--- src/rtl/core/dq_pkg.sv ---
`default_nettype none

package dq_pkg;

    // default sizes
    localparam int DEPTH_DEF      = 16;
    localparam int DATA_WIDTH_DEF = 32;

    // fixed field widths on the ports
    localparam int ACTION_W = 2;
    localparam int FIELD_W  = 32;
    localparam int COUNT_W  = 5;
    localparam int STATUS_W = 2;

    typedef enum logic [ACTION_W-1:0] {
        ACT_PUSH_FRONT = 2'd0,
        ACT_PUSH_BACK  = 2'd1,
        ACT_POP_FRONT  = 2'd2,
        ACT_POP_BACK   = 2'd3
    } action_t;

    typedef enum logic [STATUS_W-1:0] {
        STAT_OK        = 2'd0,
        STAT_POP_EMPTY = 2'd1,
        STAT_PUSH_FULL = 2'd2
    } status_t;

    // command broadcast to every cell of the chain
    typedef struct packed {
        logic    en;
        action_t act;
    } cell_cmd_t;

endpackage

`default_nettype wire

--- src/rtl/core/dq_cell.sv ---
`default_nettype none

module dq_cell #(
    parameter int DATA_WIDTH = dq_pkg::DATA_WIDTH_DEF
) (
    input  wire logic                  aclk,
    input  wire logic                  aresetn,
    input  wire dq_pkg::cell_cmd_t     cmd,
    input  wire logic [DATA_WIDTH-1:0] push_data,
    input  wire logic [DATA_WIDTH-1:0] left_data,
    input  wire logic                  left_valid,
    input  wire logic [DATA_WIDTH-1:0] right_data,
    input  wire logic                  right_valid,
    output logic      [DATA_WIDTH-1:0] data_out,
    output logic                       valid_out,
    output logic                       back_out
);

    logic [DATA_WIDTH-1:0] data_reg, data_next;
    logic                  valid_reg, valid_next;

    always_comb begin
        data_next  = data_reg;
        valid_next = valid_reg;
        if (cmd.en) begin
            unique case (cmd.act)
                dq_pkg::ACT_PUSH_FRONT: begin
                    // shift toward the back
                    data_next  = left_data;
                    valid_next = left_valid;
                end
                dq_pkg::ACT_PUSH_BACK: begin
                    // first empty cell takes the word
                    if (!valid_reg && left_valid) begin
                        data_next  = push_data;
                        valid_next = 1'b1;
                    end
                end
                dq_pkg::ACT_POP_FRONT: begin
                    // shift toward the front
                    data_next  = right_data;
                    valid_next = right_valid;
                end
                dq_pkg::ACT_POP_BACK: begin
                    if (valid_reg && !right_valid) begin
                        valid_next = 1'b0;
                    end
                end
            endcase
        end
    end

    always_ff @(posedge aclk) begin
        if (!aresetn) begin
            valid_reg <= 1'b0;
        end else begin
            valid_reg <= valid_next;
        end
    end

    always_ff @(posedge aclk) begin
        data_reg <= data_next;
    end

    assign data_out  = data_reg;
    assign valid_out = valid_reg;
    assign back_out  = valid_reg && !right_valid;

endmodule

`default_nettype wire

--- src/rtl/core/dq_readout.sv ---
`default_nettype none

module dq_readout #(
    parameter int DEPTH      = dq_pkg::DEPTH_DEF,
    parameter int DATA_WIDTH = dq_pkg::DATA_WIDTH_DEF
) (
    input  wire logic [DATA_WIDTH-1:0]      cell_data [DEPTH],
    input  wire logic [DEPTH-1:0]           cell_back,
    input  wire logic                       front_valid,
    output logic      [dq_pkg::FIELD_W-1:0] front_value,
    output logic      [dq_pkg::FIELD_W-1:0] back_value
);

    logic [DATA_WIDTH-1:0] front_full;
    logic [DATA_WIDTH-1:0] back_full;

    // exactly one cell flags itself as the back, none when empty
    always_comb begin
        back_full = '0;
        for (int i = 0; i < DEPTH; i++) begin
            back_full = back_full | (cell_data[i] & {DATA_WIDTH{cell_back[i]}});
        end
    end

    assign front_full = cell_data[0] & {DATA_WIDTH{front_valid}};

    generate
        if (DATA_WIDTH >= dq_pkg::FIELD_W) begin : g_trunc
            assign front_value = front_full[dq_pkg::FIELD_W-1:0];
            assign back_value  = back_full[dq_pkg::FIELD_W-1:0];
        end else begin : g_ext
            assign front_value = {{(dq_pkg::FIELD_W-DATA_WIDTH){1'b0}}, front_full};
            assign back_value  = {{(dq_pkg::FIELD_W-DATA_WIDTH){1'b0}}, back_full};
        end
    endgenerate

endmodule

`default_nettype wire

--- src/rtl/core/double_ended_queue.sv ---
// one word in flight: the next word is accepted once the last result is in the output
//   register and the slot is free; the cell chain updates in the accept cycle and the
//   front/back readout over the cells is registered in the following cycle
// reset: synchronous active-low aresetn empties the deque (cell valid bits, count) and
//   clears the handshake state; stored data is not cleared and needs no clearing pass
`default_nettype none

module double_ended_queue #(
    parameter int DEPTH      = dq_pkg::DEPTH_DEF,
    parameter int DATA_WIDTH = dq_pkg::DATA_WIDTH_DEF
) (
    input  wire logic        aclk,
    input  wire logic        aresetn,
    // input words
    input  wire logic        s_tvalid,
    output logic             s_tready,
    input  wire logic [31:0] s_tdata,   // push_value[31:0]
    input  wire logic [1:0]  s_tuser,   // action[1:0]
    // result words
    output logic             m_tvalid,
    input  wire logic        m_tready,
    output logic      [71:0] m_tdata,   // front_value[31:0], back_value[63:32],
                                        // element_count[68:64], zero pad[71:69]
    output logic      [1:0]  m_tuser    // status[1:0]
);

    localparam int CNT_W = $clog2(DEPTH + 1);

    // input decode
    logic                  s_accept;
    dq_pkg::action_t       action;
    logic [DATA_WIDTH-1:0] push_data;

    assign s_accept = s_tvalid && s_tready;
    assign action   = dq_pkg::action_t'(s_tuser);

    generate
        if (DATA_WIDTH > dq_pkg::FIELD_W) begin : g_push_ext
            assign push_data = {{(DATA_WIDTH-dq_pkg::FIELD_W){1'b0}}, s_tdata};
        end else begin : g_push_trunc
            assign push_data = s_tdata[DATA_WIDTH-1:0];
        end
    endgenerate

    // cell chain
    logic [DATA_WIDTH-1:0] cell_data  [DEPTH];
    logic [DEPTH-1:0]      cell_valid;
    logic [DEPTH-1:0]      cell_back;
    dq_pkg::cell_cmd_t     cmd;

    logic full;
    logic empty;

    assign full  = cell_valid[DEPTH-1];
    assign empty = !cell_valid[0];

    // control state
    logic                  pend_reg, pend_next;
    logic [CNT_W-1:0]      count_reg, count_next;
    dq_pkg::status_t       status_reg, status_next;

    // output register
    logic                  m_valid_reg, m_valid_next;
    logic [dq_pkg::FIELD_W-1:0] front_reg, back_reg;
    logic [dq_pkg::COUNT_W-1:0] count_out_reg;
    dq_pkg::status_t       m_status_reg;

    // one word in flight; taken only when the output slot will be free
    assign s_tready = !pend_reg && (!m_valid_reg || m_tready);

    // command and status of the accepted word
    always_comb begin
        cmd.en      = 1'b0;
        cmd.act     = action;
        status_next = status_reg;
        count_next  = count_reg;
        if (s_accept) begin
            status_next = dq_pkg::STAT_OK;
            unique case (action)
                dq_pkg::ACT_PUSH_FRONT, dq_pkg::ACT_PUSH_BACK: begin
                    if (full) begin
                        status_next = dq_pkg::STAT_PUSH_FULL;
                    end else begin
                        cmd.en     = 1'b1;
                        count_next = count_reg + 1'b1;
                    end
                end
                dq_pkg::ACT_POP_FRONT, dq_pkg::ACT_POP_BACK: begin
                    if (empty) begin
                        status_next = dq_pkg::STAT_POP_EMPTY;
                    end else begin
                        cmd.en     = 1'b1;
                        count_next = count_reg - 1'b1;
                    end
                end
            endcase
        end
    end

    genvar gi;
    generate
        for (gi = 0; gi < DEPTH; gi++) begin : g_cell
            logic [DATA_WIDTH-1:0] left_data;
            logic                  left_valid;
            logic [DATA_WIDTH-1:0] right_data;
            logic                  right_valid;

            // front cell sees the incoming word as its left neighbor
            if (gi == 0) begin : g_first
                assign left_data  = push_data;
                assign left_valid = 1'b1;
            end else begin : g_mid_l
                assign left_data  = cell_data[gi-1];
                assign left_valid = cell_valid[gi-1];
            end

            // last cell sees an empty right neighbor
            if (gi == DEPTH - 1) begin : g_last
                assign right_data  = '0;
                assign right_valid = 1'b0;
            end else begin : g_mid_r
                assign right_data  = cell_data[gi+1];
                assign right_valid = cell_valid[gi+1];
            end

            dq_cell #(
                .DATA_WIDTH (DATA_WIDTH)
            ) u_cell (
                .aclk        (aclk),
                .aresetn     (aresetn),
                .cmd         (cmd),
                .push_data   (push_data),
                .left_data   (left_data),
                .left_valid  (left_valid),
                .right_data  (right_data),
                .right_valid (right_valid),
                .data_out    (cell_data[gi]),
                .valid_out   (cell_valid[gi]),
                .back_out    (cell_back[gi])
            );
        end
    endgenerate

    // front/back readout from the updated chain
    logic [dq_pkg::FIELD_W-1:0] front_value;
    logic [dq_pkg::FIELD_W-1:0] back_value;
    logic [dq_pkg::COUNT_W-1:0] count_field;

    dq_readout #(
        .DEPTH      (DEPTH),
        .DATA_WIDTH (DATA_WIDTH)
    ) u_readout (
        .cell_data   (cell_data),
        .cell_back   (cell_back),
        .front_valid (cell_valid[0]),
        .front_value (front_value),
        .back_value  (back_value)
    );

    generate
        if (CNT_W >= dq_pkg::COUNT_W) begin : g_cnt_trunc
            assign count_field = count_reg[dq_pkg::COUNT_W-1:0];
        end else begin : g_cnt_ext
            assign count_field = {{(dq_pkg::COUNT_W-CNT_W){1'b0}}, count_reg};
        end
    endgenerate

    // handshake control
    always_comb begin
        pend_next    = pend_reg;
        m_valid_next = m_valid_reg;
        if (m_valid_reg && m_tready) begin
            m_valid_next = 1'b0;
        end
        if (pend_reg) begin
            // cells have settled; load the result
            pend_next    = 1'b0;
            m_valid_next = 1'b1;
        end
        if (s_accept) begin
            pend_next = 1'b1;
        end
    end

    always_ff @(posedge aclk) begin
        if (!aresetn) begin
            pend_reg    <= 1'b0;
            m_valid_reg <= 1'b0;
            count_reg   <= '0;
            status_reg  <= dq_pkg::STAT_OK;
        end else begin
            pend_reg    <= pend_next;
            m_valid_reg <= m_valid_next;
            count_reg   <= count_next;
            status_reg  <= status_next;
        end
    end

    // result payload
    always_ff @(posedge aclk) begin
        if (pend_reg) begin
            front_reg     <= front_value;
            back_reg      <= back_value;
            count_out_reg <= count_field;
            m_status_reg  <= status_reg;
        end
    end

    assign m_tvalid = m_valid_reg;
    assign m_tdata  = {3'b000, count_out_reg, back_reg, front_reg};
    assign m_tuser  = m_status_reg;

endmodule

`default_nettype wire
--- config.mk ---
export PLATFORM = sky130hd
export DESIGN_NAME = double_ended_queue
export DESIGN_NICKNAME = d
export VERILOG_FILES = /design/src/rtl/core/dq_pkg.sv /design/src/rtl/core/dq_cell.sv /design/src/rtl/core/dq_readout.sv /design/src/rtl/core/double_ended_queue.sv
export SDC_FILE = /design/constraint.sdc
export NUM_CORES = 1
export LEC_CHECK = 0
export BUFFER_PORTS_ARGS = -buffer_cell sky130_fd_sc_hd__buf_2
export CAP_MARGIN = 20
export CORE_MARGIN = 5
export CORE_UTILIZATION = 55
export CTS_BUF_LIST = sky130_fd_sc_hd__clkbuf_8
export DETAILED_ROUTE_END_ITERATION = 6
export PLACE_DENSITY = 0.72
export SLEW_MARGIN = 20
export SYNTH_ARGS = -nofsm -noshare
export SYNTH_HDL_FRONTEND = slang
export SYNTH_SLANG_ARGS = --single-unit
--- constraint.sdc ---
create_clock -name aclk -period 4.98 [get_ports aclk]
set_input_delay 0 -clock aclk [delete_from_list [all_inputs] [get_ports aclk]]
set_output_delay 0 -clock aclk [all_outputs]
set_load 0.01 [all_outputs]
==> summary.txt <==
Synthesis
  • Synth Area in Adders: 0.396%
  • Share of flip-flops with an asynchronous set or reset: 0%
  • Area contributors post-synth: edfxtp_1 (58%), a21oi_1 (7.5%), nor2b_1 (7.2%)
  • XOR/XNOR Fraction of Synth Area: less than 1%
  • Synth warnings: 0
  • Cells after Synth: about 2800
  • Syn Std Cell Area: approximately 30000 sq um
  • Yosys cell types: 52
  • Post-Synth Simple-Gate Area: 17.2%
  • Most area-hungry cell type in the Yosys netlist: edfxtp_1
  • Post-synthesis sequential area ratio: between 50% and 60%
  • Main combinational cell family by area after synthesis: compound AO/OA/AOI/OAI gates
  • Synth Area in Compound Gates: 17.5%
  • Post-synth EDFFs: 583
  • Syn Area/Cell: about 11 sq um
  • Share of the synthesized area in the top cell type: approximately 58%
  • Post-synthesis mux area share: 1.19%
  • Top_reg_cell synth: edfxtp_1
  • FF+latch count, synth: just over 600

Min path
  • HP Class: in -> reg

Global route
  • Antenna violations before repair: 3
  • Global route overflow: 0
  • First-pass GRT wire length: ~140000 um
  • Largest net degree at the start of global routing: ~200
  • GRT Util Overall: just under 30%
  • Number of global-route vias before repair: ~22000

Drt
  • Post-route antenna net violation count: 0
  • Avg Vias per Cell: around 6.4
  • Number of DRC markers in iteration 0: between 3000 and 4000
  • Post-Route WL: 91100 um
  • Via count: ~24000
  • DR WL/cell: 24.8 um
  • DRT Pass-1 Iters: 7
  • Drc violations: 20

STA
  • Slew headroom: between 10% and 20%
  • RSZ-0062 raised after global routing: no
  • Total Neg Setup Slack: 0 ns
  • Worst clock skew: 0.0368 ns
  • Max Freq: roughly 320 MHz
  • Worst-margin pin slew: 1.21 ns
  • Tmin final: between 3 and 4 ns
  • Tcrit/Tclk final: approximately 62%
  • Final hold vios: 0
  • Slew Limit Fails: 0
  • Final setup fails: 0

Worst setup path
  • Required @ worst endpoint: 5.31 ns
  • Critical Path Start Type: register
  • Worst Setup End Kind: register
  • Kind of critical path: reg -> reg
  • Critical Path AT: roughly 3.4 ns
  • Max FO, Critical Path: 32

Status
  • Status: finished, violations left
  • Failing checks: design-rule violations

Floorplanning
  • Die Width: between 200 and 250 um
  • Row cnt: 86
  • Boundary Pins: about 110
  • Total die area: approximately 60000 sq um
  • Initial core utilization: 55.2%
  • Die height: around 240 um
  • Core area: ~55000 sq um

CTS
  • CTS Buffer Depth: 3
  • Reg clk slew, reported paths: ~0.07 ns
  • H-tree depth: 3
  • Post-CTS Resized: 0
  • CTS tree: built
  • TritonCTS buffer count: approximately 100
  • CTS Sinks: 608
  • Root Driver: clkbuf_8
  • Skew-Pair Late Insertion Delay: around 0.7 ns

Finish
  • Fin nets: between 2000 and 3000
  • Most frequent cells in the layout: edfxtp_1 (583), nand2_1 (484), a21oi_1 (450)
  • Layout cells sized above 1: around 13%
  • ANT cells: 0
  • Flip-flop count of the largest register after layout: a little over 500
  • Area Overhead vs Synth: 11.1%
  • Final non-filler cell area: 33700 sq um
  • Commonest non-fill, non-tap cell in the layout: edfxtp_1

Placement
  • Dpl cell area: roughly 31000 sq um
  • Routability cong.: between 0.8 and 0.9
  • Post-DP HPWL: ~51000 um
  • Port Buffers: 110

Power and ir drop
  • PwrDens: 371 nW/um^2
  • Worst IR Drop VDD: approximately 0.21 mV
  • P_leak: ~13 nW

Run
  • Max-cap viol count: 0
==> worst max-delay path, cell delays in order (launching register included) <==
cell and delay (ns):
dfxtp_4 0.47, nand2b_1 0.27, nor2_2 0.27, nand2_2 0.41, buf_4 0.40, nor2_4 0.39
buf_4 0.48
==> cells in the mapped netlist, drive strengths merged (2+ instances only) <==
| master | count |
|---|---|
| a211oi | 4 |
| a21oi | 454 |
| nand4 | 32 |
| dfxtp | 25 |
| a22o | 128 |
| a31oi | 2 |
| inv | 41 |
| nand2 | 485 |
| xnor2 | 2 |
| nor4b | 2 |
| and2 | 35 |
| nor2 | 159 |
| a221oi | 141 |
| a222oi | 13 |
| a21boi | 12 |
| mux2 | 32 |
| clkbuf | 90 |
| o31ai | 10 |
| nor2b | 351 |
| buf | 139 |
| ha | 8 |
| nand2b | 7 |
| a21o | 2 |
| edfxtp | 583 |
| o21ai | 32 |
| nand3 | 7 |
==> power breakdown <==
part | switching [mW] | internal [mW] | leakage (nW)
Combinational | 1.26 | 0.679 | 5.99
Clock | 2.04 | 2.10 | 1.06
Sequential | 0.270 | 6.13 | 5.66
==> stage by stage <==
step | hold WS, ns | util, % | power, mW | cells | setup slack, ns
6_report | 0.134 | 61.3 | 12.5 | 3668 | 1.87
3_3_place_gp | 0.321 | 57.2 | 8.30 | 3449 | 1.75
4_1_cts | 0.0902 | 61.3 | 12.5 | 3666 | 1.87
5_1_grt | 0.129 | 61.3 | 13.0 | 3668 | 1.73
3_5_place_dp | 0.325 | 57.2 | 8.36 | 3449 | 1.77
2_1_floorplan | 0.220 | - | 7.67 | 2816 | 0.899
==> logic make-up after synthesis <==
group                    Yosys count
AND/OR/NAND/NOR                 1084
AO/OA/AOI/OAI                    806
flip-flops                       608
buffers and inverters            271
multiplexers                      32
adder cells (fa/ha/maj)            9
XOR/XNOR                           3
other                              1
==> timing repair <==
item | in CTS | in global routing
buffers inserted | 0 | 0
hold endpoints to repair | 464 | 0
hold buffers | 37 | 0
==> worst paths after layout <==
check                                    from                             to  slack (ns)  cells after the start
worst max register to register       pend_reg  g_cell[7].u_cell.data_out[17]        1.87                      6
worst min register to register  status_reg[0]                     m_tuser[0]        0.43                      0
worst min-delay path               s_tuser[1]                 count_field[3]        0.13                      7
worst max-delay path                 pend_reg  g_cell[7].u_cell.data_out[17]        1.87                      6
==> final cells by class <==
| class | count | area (sq um) |
|---|---|---|
| Clock buffer | 105 | 1450 |
| Clock inverter | 75 | 398 |
| Fill cell | 4425 | 21200 |
| Inverter | 42 | 158 |
| Multi-Input combinational cell | 1937 | 11300 |
| Sequential cell | 608 | 18000 |
| Tap cell | 704 | 881 |
| Timing Repair Buffer | 197 | 1470 |
==> metal layers <==
metal  vias to the layer above  GRT usage (%)  part of all wire [%]
met5                         -          0.490                 0.063
met4                         4           10.6                   3.6
met3                       246           6.83                    12
met2                      1615           44.7                    45
met1                     11400           41.8                    39
li1                      10400              -                     -
Note: power is estimated with default switching activity, not from simulation.
